`src/rtl/core/rlr_pkg.sv`:
```
// rlr_pkg: shared types, widths and codes for the running line-fit core
`default_nettype none

package rlr_pkg;

    // width of the exact intermediate arithmetic (products, determinants)
    localparam int WIDE_W = 128;
    typedef logic [WIDE_W-1:0] wide_t;

    // limb size of the shared multiplier
    localparam int LIMB_W = 32;
    localparam int LIMBS  = WIDE_W / LIMB_W;
    localparam int LIMB_IDX_W = $clog2(LIMBS);

    // result field widths
    localparam int SLOPE_W = 32;
    localparam int ICPT_W  = 48;
    localparam int CORR_W  = 16;
    localparam int SERR_W  = 32;

    // square root result width and divider iteration counter width
    localparam int ROOT_W    = WIDE_W / 2;
    localparam int DIV_CNT_W = 8;

    // correlation is worked out as sqrt(2^30 * N^2 / (D*V))
    localparam int CORR_SHIFT = 30;

    // item commands
    localparam logic CMD_ADD   = 1'b0;
    localparam logic CMD_CLEAR = 1'b1;

    // sequencer states
    typedef enum logic [4:0] {
        ST_IDLE,
        ST_ACC_XX,
        ST_ACC_YY,
        ST_ACC_XY,
        ST_M_NSXX,
        ST_M_SXSX,
        ST_M_NSXY,
        ST_M_SXSY,
        ST_M_SYSXX,
        ST_M_SXSXY,
        ST_M_NSYY,
        ST_M_SYSY,
        ST_D_SLOPE,
        ST_D_ICPT,
        ST_M_NN,
        ST_M_DV,
        ST_D_CORR,
        ST_S_CORR,
        ST_M_NN2,
        ST_M_DEN,
        ST_D_STD,
        ST_S_STD,
        ST_DONE
    } rlr_state_t;

endpackage

`default_nettype wire

```
`src/rtl/core/rlr_sqrt.sv`:
```
// rlr_sqrt: digit-by-digit integer square root of a 128-bit value
`default_nettype none

module rlr_sqrt
    import rlr_pkg::*;
(
    input  wire logic              clk,
    input  wire logic              rst_n,
    input  wire logic              start,
    input  wire wide_t             radicand,
    output logic                   done,
    output logic [ROOT_W-1:0]      root
);

    localparam int REM_W = ROOT_W + 2;
    localparam int CNT_W = $clog2(ROOT_W + 1);

    logic              busy_reg;
    logic              done_reg;
    logic [CNT_W-1:0]  cnt_reg;
    wide_t             rad_reg;
    logic [REM_W-1:0]  rem_reg;
    logic [ROOT_W-1:0] root_reg;

    logic [REM_W+1:0]  rem_sh;
    logic [REM_W+1:0]  trial;
    logic              ge;

    // bring down two radicand bits, try root*4+1
    always_comb
    begin
        rem_sh = {rem_reg, rad_reg[WIDE_W-1 -: 2]};
        trial  = {2'b00, root_reg, 2'b01};
        ge     = (rem_sh >= trial);
    end

    // iteration control
    always_ff @(posedge clk or negedge rst_n)
    begin
        if (!rst_n)
        begin
            busy_reg <= 1'b0;
            done_reg <= 1'b0;
            cnt_reg  <= '0;
        end
        else
        begin
            done_reg <= busy_reg && (cnt_reg == CNT_W'(1));
            if (start)
            begin
                busy_reg <= 1'b1;
                cnt_reg  <= CNT_W'(ROOT_W);
            end
            else if (busy_reg)
            begin
                cnt_reg <= cnt_reg - 1'b1;
                if (cnt_reg == CNT_W'(1))
                begin
                    busy_reg <= 1'b0;
                end
            end
        end
    end

    // remainder and root update
    always_ff @(posedge clk)
    begin
        if (start)
        begin
            rad_reg  <= radicand;
            rem_reg  <= '0;
            root_reg <= '0;
        end
        else if (busy_reg)
        begin
            rad_reg  <= {rad_reg[WIDE_W-3:0], 2'b00};
            rem_reg  <= ge ? REM_W'(rem_sh - trial) : REM_W'(rem_sh);
            root_reg <= {root_reg[ROOT_W-2:0], ge};
        end
    end

    assign done = done_reg;
    assign root = root_reg;

endmodule

`default_nettype wire

```
`config.mk`:
```
export PLATFORM = sky130hd
export DESIGN_NAME = rlr_sqrt
export DESIGN_NICKNAME = d
export VERILOG_FILES = /design/src/rtl/core/rlr_pkg.sv /design/src/rtl/core/rlr_sqrt.sv
export SDC_FILE = /design/constraint.sdc
export NUM_CORES = 1
export LEC_CHECK = 0
export BUFFER_PORTS_ARGS = -buffer_cell sky130_fd_sc_hd__clkbuf_2
export CAP_MARGIN = 20
export CORE_ASPECT_RATIO = 1.75
export CORE_MARGIN = 2
export CORE_UTILIZATION = 53
export CTS_CLUSTER_DIAMETER = 50
export DETAILED_ROUTE_END_ITERATION = 10
export GPL_TIMING_DRIVEN = 0
export PLACE_DENSITY = 0.77
export REMOVE_ABC_BUFFERS = 1
export SLEW_MARGIN = 20
export SYNTH_ARGS = -nofsm -noshare
export SYNTH_HDL_FRONTEND = slang
export SYNTH_SLANG_ARGS = --single-unit
```
`constraint.sdc`:
```
create_clock -name clk -period 3.35 [get_ports clk]
set_input_delay 0.67 -clock clk [delete_from_list [all_inputs] [get_ports clk]]
set_output_delay 0.67 -clock clk [all_outputs]
set_load 0.02 [all_outputs]
```
==> impl_metrics.py <==
metrics = {
    "logic_synthesis": {
        "synth_edf_count": 128,
        "syn_area_um2": 15200,
        "synth_area_leaders": "edfxtp_1 25%, dfxtp_1 17%, mux2_2 9.3%",
        "synth_largest_area_cell": "edfxtp_1",
        "yosys.area.top_type_share_pct": 25.3,
        "ys.flop_type": "dfxtp_1",
        "syn_inst": 1576,
        "synth.ff_latch_count": 267,
        "seq_area_frac_synth_pct": 43.9,
        "yosysWarnings": 0,
        "async_flop_share_pct": 3.37,
        "avgSynthCellArea_um2": 9.63,
        "synth_cell_types": 73,
    },
    "clock_tree": {
        "cts.clk_slew.worst_paths_ns": 0.07,
        "cts_tree": "built",
        "worstSkewPairLatency_ns": 0.56,
        "clockRootBuffer": "clkbuf_16",
        "clock_path_buffers": 3,
        "cts_buffers": 28,
        "htreeDepth": 1,
        "numClockSinks": 267,
    },
    "cells_and_area": {
        "fillers": 2238,
        "n_antenna_cell": 0,
        "area_growth_pct": 23.5,
        "largest_reg_flops": 128,
        "drive_gt1_share_pct": 31.0,
        "fin_area_um2": 18700,
        "fin_nets": 1972,
    },
    "critical_path": {
        "cp_num_buf_inv": 4,
        "crit_path_start_kind": "flop",
        "crit_start": "root[19]",
        "r2r_cells": 14,
        "crit_arrival_ns": 3.82,
        "cp-end-kind": "flop",
        "rrSetupSlack_ns": -0.006,
        "critical-path-max-stage-delay_ns": 0.47,
        "cp_common_cell": "nand4_1",
        "crit_end": "rem_reg[58]",
        "path_delay_family": "simple AND/OR/NAND/NOR gates",
        "r2r_end": "rem_reg[58]",
        "path_max_fanout": 5,
        "critical_path.cell_chain": "inv_1 -> ha_4 -> nand4_1 -> or3_4 -> or4_4 -> buf_6 -> a21oi_4 -> nor2_4 -> o2111a_2 -> o21ai_4 -> clkbuf_16 -> buf_16 -> nand4_1 -> a311oi_2",
        "worstSetupPathDepth": 14,
        "required_ns": 3.81,
        "path_class": "flop to flop",
        "slowest_stage": "or4_4",
        "reg2reg_from": "root[19]",
    },
    "run": {
        "cap_violations": 0,
    },
    "floorplan": {
        "die_h_um": 228,
        "core_area_um2": 28400,
        "start_util_pct": 53.4,
        "num_rows": 82,
        "die_w_um": 132,
        "num_io_pins": 196,
        "dieArea_um2": 30100,
    },
    "hold_path": {
        "min_path_type": "input pin to flop",
    },
    "sta": {
        "finalWorstSetupSlack_ns": -0.00578,
        "finalHoldViolations": 0,
        "fin_hold_ws_ns": 0.399,
        "period_share_pct": 100,
        "setup_viol": 1,
        "skew_ns": 0.0179,
        "rsz0062_at_grt": "yes",
        "fmax_mhz": 298,
        "drv_slew": 0,
        "fin_crit_ns": 3.36,
        "worst_pin_slew_ns": 0.955,
        "slew_headroom_pct": 36.3,
    },
    "placed_design": {
        "numPortBuffers": 195,
        "dpl_cell_area_um2": 16500,
        "place.gp.congestion": 0.933,
        "dp_hpwl_mm": 27.3,
    },
    "power": {
        "totalPowerFinal_mw": 18.4,
        "p_leak_nw": 8.06,
        "powerDensity_nw_per_um2": 983,
        "vdd_ir_drop_max_mv": 0.552,
    },
    "routing": {
        "wl_per_cell_um": 18.8,
        "dr.pass1.iters": 7,
        "drt_iter0_drc": 683,
        "vias": 12719,
        "wl_mm": 40.9,
        "drcViolationCount": 0,
        "viasPerCell": 5.85,
        "ant_nets": 0,
    },
    "grt": {
        "overflow": 0,
        "grt_max_degree": 110,
        "antenna_found_initial": 0,
        "grt_pass1_wl_mm": 65.1,
        "grt_usage_pct": 26.4,
        "grt_pass1_vias": 13190,
    },
    "run_status": {
        "status": "finished, violations left",
        "violations": "setup timing",
    },
}
## per-layer routing
| metal | global-route usage (%) | routed length (µm) | up-vias |
|---|---|---|---|
| met4 | 18.7 | 3100 | 0 |
| li1 | - | - | 6080 |
| met2 | 48.3 | 21300 | 468 |
| met5 | 0 | 0 | - |
| met3 | 4.82 | 2260 | 198 |
| met1 | 26.6 | 14300 | 5973 |
## worst reg2reg max path: cells and delay by family, from the launching register on
kind,cells,cell delay (ns)
buf+inv,4,0.57
compound gates,4,0.95
fa+ha+maj,1,0.28
simple gates,5,1.14
flops,1,0.33
## Yosys cell counts, types with 5 or more instances
master / count
dfxtp_1: 130
o21bai_1: 12
nor3_1: 27
nor2b_1: 11
nand3_1: 21
o21a_1: 13
inv_1: 82
ha_1: 68
clkbuf_1: 65
edfxtp_1: 128
nand4_1: 28
dfrtp_1: 9
a211oi_1: 13
mux2i_1: 68
buf_2: 12
xor2_1: 29
mux2_2: 126
and2_1: 5
o21ai_0: 61
buf_1: 14
a31oi_1: 10
a21o_1: 22
a311oi_1: 44
a21oi_1: 91
nor3b_1: 5
o211ai_1: 8
nor2_1: 180
nand2b_1: 7
nand2_1: 166
or3_1: 7
buf_4: 5
xnor2_1: 37
## layout by cell type, fill, tap and decap left out, types with 11 or more instances in the layout
cell,netlist,final
o21bai_1,12,11
nor2_1,180,177
xnor2_1,37,37
a311oi_1,44,39
clkbuf_16,0,30
mux2i_1,68,68
xor2_1,29,29
o21a_1,13,12
ha_4,0,26
nand3_1,21,20
a21o_1,22,21
inv_1,82,75
mux2_2,126,126
dfxtp_2,0,17
clkbuf_2,0,195
a21oi_1,91,85
buf_4,5,45
ha_1,68,35
dfxtp_1,130,112
nor3_1,27,21
nand2_1,166,162
nand4_1,28,28
edfxtp_1,128,128
o21ai_0,61,56
## report_power, final
part	total [mW]	internal, mW	switching (mW)
Clock	3.20	1.83	1.37
Sequential	4.48	4.05	0.423
Combinational	10.7	4.90	5.84
## timing repair
action,4_1_cts,5_1_grt
pin swaps,45,25
endpoints found under the setup margin,67,67
cloned,7,0
endpoints found under the hold margin,9,0
hold buffers,1,0
setup buffers,42,12
gates resized for setup,100,61
## worst min-delay path by stage
stage | start | end | slack, ns | depth (start not counted)
after floorplan | rst_n | busy_reg | 0.37 | 0
after global placement | rem_reg[65] | rem_reg[65] | 0.45 | 2
after detailed placement | rem_reg[65] | rem_reg[65] | 0.47 | 2
after CTS | radicand[1] | rad_reg[1] | 0.38 | 2
after global routing | radicand[1] | rad_reg[1] | 0.39 | 2
final | radicand[1] | rad_reg[1] | 0.40 | 2
## metrics by stage
| step | setup slack, ns | std cells | TNS [ns] | utilization (%) |
|---|---|---|---|---|
| 6_report | -0.00578 | 2173 | -0.00578 | 66.0 |
| 5_1_grt | -0.0606 | 2173 | -0.211 | 66.0 |
| 4_1_cts | -0.0943 | 2161 | -0.338 | 64.5 |
| 3_5_place_dp | -0.787 | 2059 | -35.52 | 58.0 |
| 3_3_place_gp | -8.34 | 2051 | -1732.76 | 57.1 |
| 2_1_floorplan | -4.96 | 1478 | -809.94 | - |
## layout make-up
cell class                      count  area, µm²  share of cell area, %
Multi-Input combinational cell   1133       8520                   45.5
Clock buffer                       36        783                   4.18
Timing Repair Buffer              261       1790                   9.55
Clock inverter                     16        164                  0.874
Sequential cell                   267       6700                   35.7
Tap cell                          378        473                   2.52
Inverter                           82        313                   1.67
## cells by family (layout without fill, tap and decap cells)
| family | Yosys count | after routing | synth area share [%] |
|---|---|---|---|
| adders and majority gates | 68 | 68 | 5.60 |
| xor gates and xnor gates | 66 | 66 | 3.81 |
| muxes | 194 | 194 | 13.8 |
| and+or+nand+nor | 480 | 480 | 14.0 |
| buffers and inverters | 180 | 395 | 4.77 |
| DFF | 267 | 267 | 43.9 |
| AOI/OAI and AO/OA | 321 | 325 | 14.1 |
Note: power is estimated with default switching activity, not from simulation.
