<file path="config.mk">
export PLATFORM = sky130hd
export DESIGN_NAME = rlr_div
export DESIGN_NICKNAME = d
export VERILOG_FILES = /design/src/rtl/core/rlr_pkg.sv /design/src/rtl/core/rlr_div.sv
export SDC_FILE = /design/constraint.sdc
export NUM_CORES = 1
export LEC_CHECK = 0
export ABC_CLOCK_PERIOD_IN_PS = 5800
export BUFFER_PORTS_ARGS = -buffer_cell sky130_fd_sc_hd__buf_4
export CAP_MARGIN = 20
export CORE_AREA = 8 8 223 225
export CTS_BUF_LIST = sky130_fd_sc_hd__clkbuf_4 sky130_fd_sc_hd__clkbuf_8 sky130_fd_sc_hd__clkbuf_16
export DETAILED_ROUTE_END_ITERATION = 10
export DIE_AREA = 0 0 231 233
export GPL_ROUTABILITY_DRIVEN = 0
export PLACE_DENSITY = 0.86
export SLEW_MARGIN = 20
export SYNTH_ARGS = -nofsm -noshare
export SYNTH_HDL_FRONTEND = slang
export SYNTH_SLANG_ARGS = --single-unit
</file>
<file path="constraint.sdc">
create_clock -name clk -period 5.8 [get_ports clk]
set_clock_uncertainty 0.2 [all_clocks]
set_input_delay 0.87 -clock clk [delete_from_list [all_inputs] [get_ports clk]]
set_output_delay 0.87 -clock clk [all_outputs]
set_load 0.03 [all_outputs]
</file>
<file path="src/rtl/core/rlr_pkg.sv">
// rlr_pkg: shared types, widths and codes for the running line-fit core
`default_nettype none

package rlr_pkg;

    // width of the exact intermediate arithmetic (products, determinants)
    localparam int WIDE_W = 128;
    typedef logic [WIDE_W-1:0] wide_t;

    // limb size of the shared multiplier
    localparam int LIMB_W = 32;
    localparam int LIMBS  = WIDE_W / LIMB_W;
    localparam int LIMB_IDX_W = $clog2(LIMBS);

    // result field widths
    localparam int SLOPE_W = 32;
    localparam int ICPT_W  = 48;
    localparam int CORR_W  = 16;
    localparam int SERR_W  = 32;

    // square root result width and divider iteration counter width
    localparam int ROOT_W    = WIDE_W / 2;
    localparam int DIV_CNT_W = 8;

    // correlation is worked out as sqrt(2^30 * N^2 / (D*V))
    localparam int CORR_SHIFT = 30;

    // item commands
    localparam logic CMD_ADD   = 1'b0;
    localparam logic CMD_CLEAR = 1'b1;

    // sequencer states
    typedef enum logic [4:0] {
        ST_IDLE,
        ST_ACC_XX,
        ST_ACC_YY,
        ST_ACC_XY,
        ST_M_NSXX,
        ST_M_SXSX,
        ST_M_NSXY,
        ST_M_SXSY,
        ST_M_SYSXX,
        ST_M_SXSXY,
        ST_M_NSYY,
        ST_M_SYSY,
        ST_D_SLOPE,
        ST_D_ICPT,
        ST_M_NN,
        ST_M_DV,
        ST_D_CORR,
        ST_S_CORR,
        ST_M_NN2,
        ST_M_DEN,
        ST_D_STD,
        ST_S_STD,
        ST_DONE
    } rlr_state_t;

endpackage

`default_nettype wire

</file>
<file path="src/rtl/core/rlr_div.sv">
// rlr_div: restoring divider, floor(a * 2^s / b) kept modulo 2^128
`default_nettype none

module rlr_div
    import rlr_pkg::*;
(
    input  wire logic                 clk,
    input  wire logic                 rst_n,
    input  wire logic                 start,
    input  wire wide_t                dividend,
    input  wire wide_t                divisor,
    input  wire logic [DIV_CNT_W-1:0] iters,
    output logic                      done,
    output wide_t                     quotient
);

    logic                 busy_reg;
    logic                 done_reg;
    logic [DIV_CNT_W-1:0] cnt_reg;
    wide_t                dvd_reg;
    wide_t                rem_reg;
    wide_t                q_reg;

    wide_t                rem_sh;
    logic                 ge;

    // one quotient bit per cycle; zeros shift in once the dividend runs out
    always_comb
    begin
        rem_sh = {rem_reg[WIDE_W-2:0], dvd_reg[WIDE_W-1]};
        ge     = (divisor != '0) && (rem_sh >= divisor);
    end

    // iteration control
    always_ff @(posedge clk or negedge rst_n)
    begin
        if (!rst_n)
        begin
            busy_reg <= 1'b0;
            done_reg <= 1'b0;
            cnt_reg  <= '0;
        end
        else
        begin
            done_reg <= busy_reg && (cnt_reg == DIV_CNT_W'(1));
            if (start)
            begin
                busy_reg <= 1'b1;
                cnt_reg  <= iters;
            end
            else if (busy_reg)
            begin
                cnt_reg <= cnt_reg - 1'b1;
                if (cnt_reg == DIV_CNT_W'(1))
                begin
                    busy_reg <= 1'b0;
                end
            end
        end
    end

    // shift-subtract datapath
    always_ff @(posedge clk)
    begin
        if (start)
        begin
            dvd_reg <= dividend;
            rem_reg <= '0;
            q_reg   <= '0;
        end
        else if (busy_reg)
        begin
            dvd_reg <= {dvd_reg[WIDE_W-2:0], 1'b0};
            rem_reg <= ge ? (rem_sh - divisor) : rem_sh;
            q_reg   <= {q_reg[WIDE_W-2:0], ge};
        end
    end

    assign done     = done_reg;
    assign quotient = q_reg;

endmodule

`default_nettype wire

</file>
==> insert_results.sql <==
INSERT INTO impl_metrics (metric_group, metric, value, unit) VALUES
('sta', 'setup_viol', '0', ''),
('power_and_ir_drop', 'static-leakage-power', '13.3', 'nW'),
('clocking', 'clk_pin_slew', '70', 'ps'),
('worst_setup_path', 'setup.worst_path.class', 'flop to flop', ''),
('placement', 'detailed_place_hpwl', '60.7', 'mm'),
('sta', 'post-route-min-period', '4950', 'ps'),
('yosys', 'post_synth_edffs', '128', ''),
('final_layout', 'drive_above_1_share', '21.4', '%'),
('placement', 'pre_cts_ws', '452', 'ps'),
('detailed_routing', 'avgRoutedWirePerCell', '21.8', 'um'),
('worst_setup_path', 'timing.rr.start', 'dvd_reg[127]$_DFFE_PP_', ''),
('yosys', 'yosys_register_bits', '393', ''),
('detailed_routing', 'dr.first_iter.drc_count', '2253', ''),
('yosys', 'synth-warning-count', '0', ''),
('worst_setup_path', 'path_max_fanout', '31', ''),
('detailed_routing', 'vias', '23600', ''),
('run_status', 'run_status', 'completed', ''),
('grt', 'use_met1', '34.3', '%'),
('detailed_routing', 'drcViolationCount', '0', ''),
('yosys', 'netlist.top_cell.by_area', 'sky130_fd_sc_hd__dfxtp_1', ''),
('final_layout', 'syn_to_final_growth', '18.8', '%'),
('final_layout', 'postLayoutCellArea', '29800', 'um2'),
('worst_setup_path', 'critical_path.endpoint_type', 'flop', ''),
('grt', 'global_route_met3_utilization', '8.49', '%'),
('floorplan', 'die_height', '233', 'um'),
('min_path', 'hold_end', 'cnt_reg[0]$_DFFE_PN0P_', ''),
('clocking', 'cts.sinks', '393', ''),
('yosys', 'syn_avg_cell_area', '8.83', 'um2'),
('sta', 'timing.max_slew.rel_slack', '25.3', '%'),
('clocking', 'number_of_gates_given_a_new_drive_strength_after_cts', '0', ''),
('yosys', 'sequential_cell_area_fraction_in_the_yosys_report', '36.6', '%'),
('placement', 'dpl-instance-area', '28300', 'um2'),
('final_layout', 'commonest_non_fill_non_tap_cells_in_the_layout', 'sky130_fd_sc_hd__buf_4, sky130_fd_sc_hd__nor2_1, sky130_fd_sc_hd__dfxtp_1, sky130_fd_sc_hd__a21oi_1, sky130_fd_sc_hd__mux2i_1', ''),
('final_layout', 'num-nets-final', '3543', ''),
('sta', 'final-hold-violation-count', '0', ''),
('yosys', 'synth_cell_type_count', '93', ''),
('yosys', 'post_synth_main_area_contributors', 'sky130_fd_sc_hd__dfxtp_1, sky130_fd_sc_hd__edfxtp_1, sky130_fd_sc_hd__mux2i_1, sky130_fd_sc_hd__ha_1, sky130_fd_sc_hd__mux2_2', ''),
('grt', 'grt_first_pass_wirelength', '126', 'mm'),
('floorplan', 'ios', '396', ''),
('yosys', 'post_synth_fa_ha_maj_area_fraction', '6.56', '%'),
('detailed_routing', 'postRouteWirelength', '82.6', 'mm'),
('sta', 'max_slew.worst_pin.slew', '1120', 'ps'),
('worst_setup_path', 'required_worst_endpoint', '6110', 'ps'),
('yosys', 'synth_ff_type', 'sky130_fd_sc_hd__dfxtp_1', ''),
('final_layout', 'fillCellCount', '3687', ''),
('power_and_ir_drop', 'worst_ir_drop_on_vdd', '308', 'uV'),
('grt', 'grt-busiest-layer', 'met2', ''),
('floorplan', 'initial_core_util', '54.5', '%'),
('yosys', 'syn_nets', '3242', ''),
('clocking', 'worst_skew_late_latency', '600', 'ps'),
('yosys', 'asyncSetResetFlopFracSynth', '2.54', '%'),
('min_path', 'min_path_type', 'primary input to flop', ''),
('detailed_routing', 'ant_nets', '0', ''),
('clocking', 'cts_post_setup_buffers_inserted', '0', ''),
('yosys', 'yosysTopAreaCellShare', '20.3', '%'),
('worst_setup_path', 'r2r.worst_path.cells', '16', ''),
('sta', 'final_min_period_over_clock_period', '85.3', '%'),
('clocking', 'cts_hold_buf', '1', ''),
('clocking', 'cts_tree', 'built', ''),
('worst_setup_path', 'critPathLaunchType', 'flop', ''),
('min_path', 'min_from', 'iters[0]', ''),
('yosys', 'synth_compound_gate_area_share', '18.8', '%'),
('clocking', 'ctsHtreeMaxLevel', '2', ''),
('worst_setup_path', 'rrSetupSlack', '850', 'ps'),
('yosys', 'synthesis.area', '25100', 'um2'),
('floorplan', 'number_of_standard_cell_rows_in_the_floorplan', '79', ''),
('yosys', 'area_share_of_and_or_nand_nor_cells_after_synthesis', '14.6', '%'),
('placement', 'place.port_buffers', '395', ''),
('yosys', 'cell_count_after_synthesis', '2844', ''),
('detailed_routing', 'drt-vias-per-instance', '6.21', ''),
('min_path', 'hold_path_depth', '3', '');
==> final cells by class <==
type	instances	area (um2)	area share, %
Multi-Input combinational cell	2110	14500	48.6
Clock inverter	19	194	0.650
Timing Repair Buffer	426	3240	10.9
Sequential cell	393	9200	30.9
Inverter	171	644	2.16
Antenna cell	8	20.0	0.0671
Tap cell	607	759	2.55
Clock buffer	60	1260	4.22
==> power breakdown <==
part	internal, mW	switching (mW)	total [mW]
logic	0.398	0.481	0.879
registers	2.99	0.0684	3.05
clock network	1.59	1.22	2.81
total	4.97	1.77	6.74
==> through the flow <==
| step | instances | power (mW) | hold WS (ps) | util [%] |
|---|---|---|---|---|
| finish | 3794 | 6.74 | 287 | 64.7 |
| floorplan | 2844 | 3.63 | 266 | - |
| global route | 3789 | 6.96 | 282 | 64.7 |
| CTS | 3786 | 6.75 | 266 | 64.7 |
| detailed placement | 3706 | 3.95 | 294 | 61.5 |
| global placement | 3706 | 3.92 | 274 | 61.5 |
==> cells by family (layout without fill, tap and decap cells) <==
kind of cell | after synthesis | in the layout
other | 0 | 8
DFF | 393 | 393
AOI/OAI and AO/OA | 738 | 738
and+or+nand+nor | 797 | 797
adders and majority gates | 131 | 131
muxes | 330 | 330
xor gates and xnor gates | 114 | 114
buffers and inverters | 341 | 676
==> critical path: stages (launching register included) <==
cell and delay, ps:
sky130_fd_sc_hd__edfxtp_1 330, sky130_fd_sc_hd__inv_1 130, sky130_fd_sc_hd__ha_1 230, sky130_fd_sc_hd__inv_1 70, sky130_fd_sc_hd__fa_1 200, sky130_fd_sc_hd__a21o_1 160
sky130_fd_sc_hd__a221oi_2 90, sky130_fd_sc_hd__a211o_1 420, sky130_fd_sc_hd__a21oi_2 200, sky130_fd_sc_hd__nor3_2 90, sky130_fd_sc_hd__a21o_1 230, sky130_fd_sc_hd__a31oi_4 910
sky130_fd_sc_hd__nand3b_2 730, sky130_fd_sc_hd__buf_4 380, sky130_fd_sc_hd__a211oi_1 190, sky130_fd_sc_hd__o21ai_0 140, sky130_fd_sc_hd__o21ai_1 150
==> layer usage <==
| metal | wire length (um) | up-vias |
|---|---|---|
| met3 | 8930 | 254 |
| met1 | 31200 | 11000 |
| met5 | 13 | - |
| met4 | 3970 | 2 |
| met2 | 38500 | 1321 |
| li1 | - | 10900 |
==> Yosys cell counts (72+ instances only) <==
cell type,instances
sky130_fd_sc_hd__a211oi_1,84
sky130_fd_sc_hd__a21oi_1,218
sky130_fd_sc_hd__clkbuf_1,99
sky130_fd_sc_hd__dfxtp_1,255
sky130_fd_sc_hd__edfxtp_1,128
sky130_fd_sc_hd__ha_1,130
sky130_fd_sc_hd__inv_1,169
sky130_fd_sc_hd__mux2_2,128
sky130_fd_sc_hd__mux2i_1,202
sky130_fd_sc_hd__nand2_1,194
sky130_fd_sc_hd__nand4_1,77
sky130_fd_sc_hd__nor2_1,343
sky130_fd_sc_hd__o21ai_0,153
sky130_fd_sc_hd__xnor2_1,72
==> worst max path at each step <==
stage                                            to                    from  depth (start not counted)  slack (ps)
after floorplan            dvd_reg[0]$_SDFFCE_PN0P_                   start                          4        1100
after global placement    rem_reg[117]$_SDFFE_PP0P_             divisor[89]                         14         550
after detailed placement  rem_reg[111]$_SDFFE_PP0P_             divisor[89]                         15         450
after CTS                 rem_reg[111]$_SDFFE_PP0P_  dvd_reg[127]$_DFFE_PP_                         16         950
after global routing      rem_reg[111]$_SDFFE_PP0P_  dvd_reg[127]$_DFFE_PP_                         16         680
final                     rem_reg[111]$_SDFFE_PP0P_  dvd_reg[127]$_DFFE_PP_                         16         850
No activity file was read; power rests on OpenSTA's default activity.
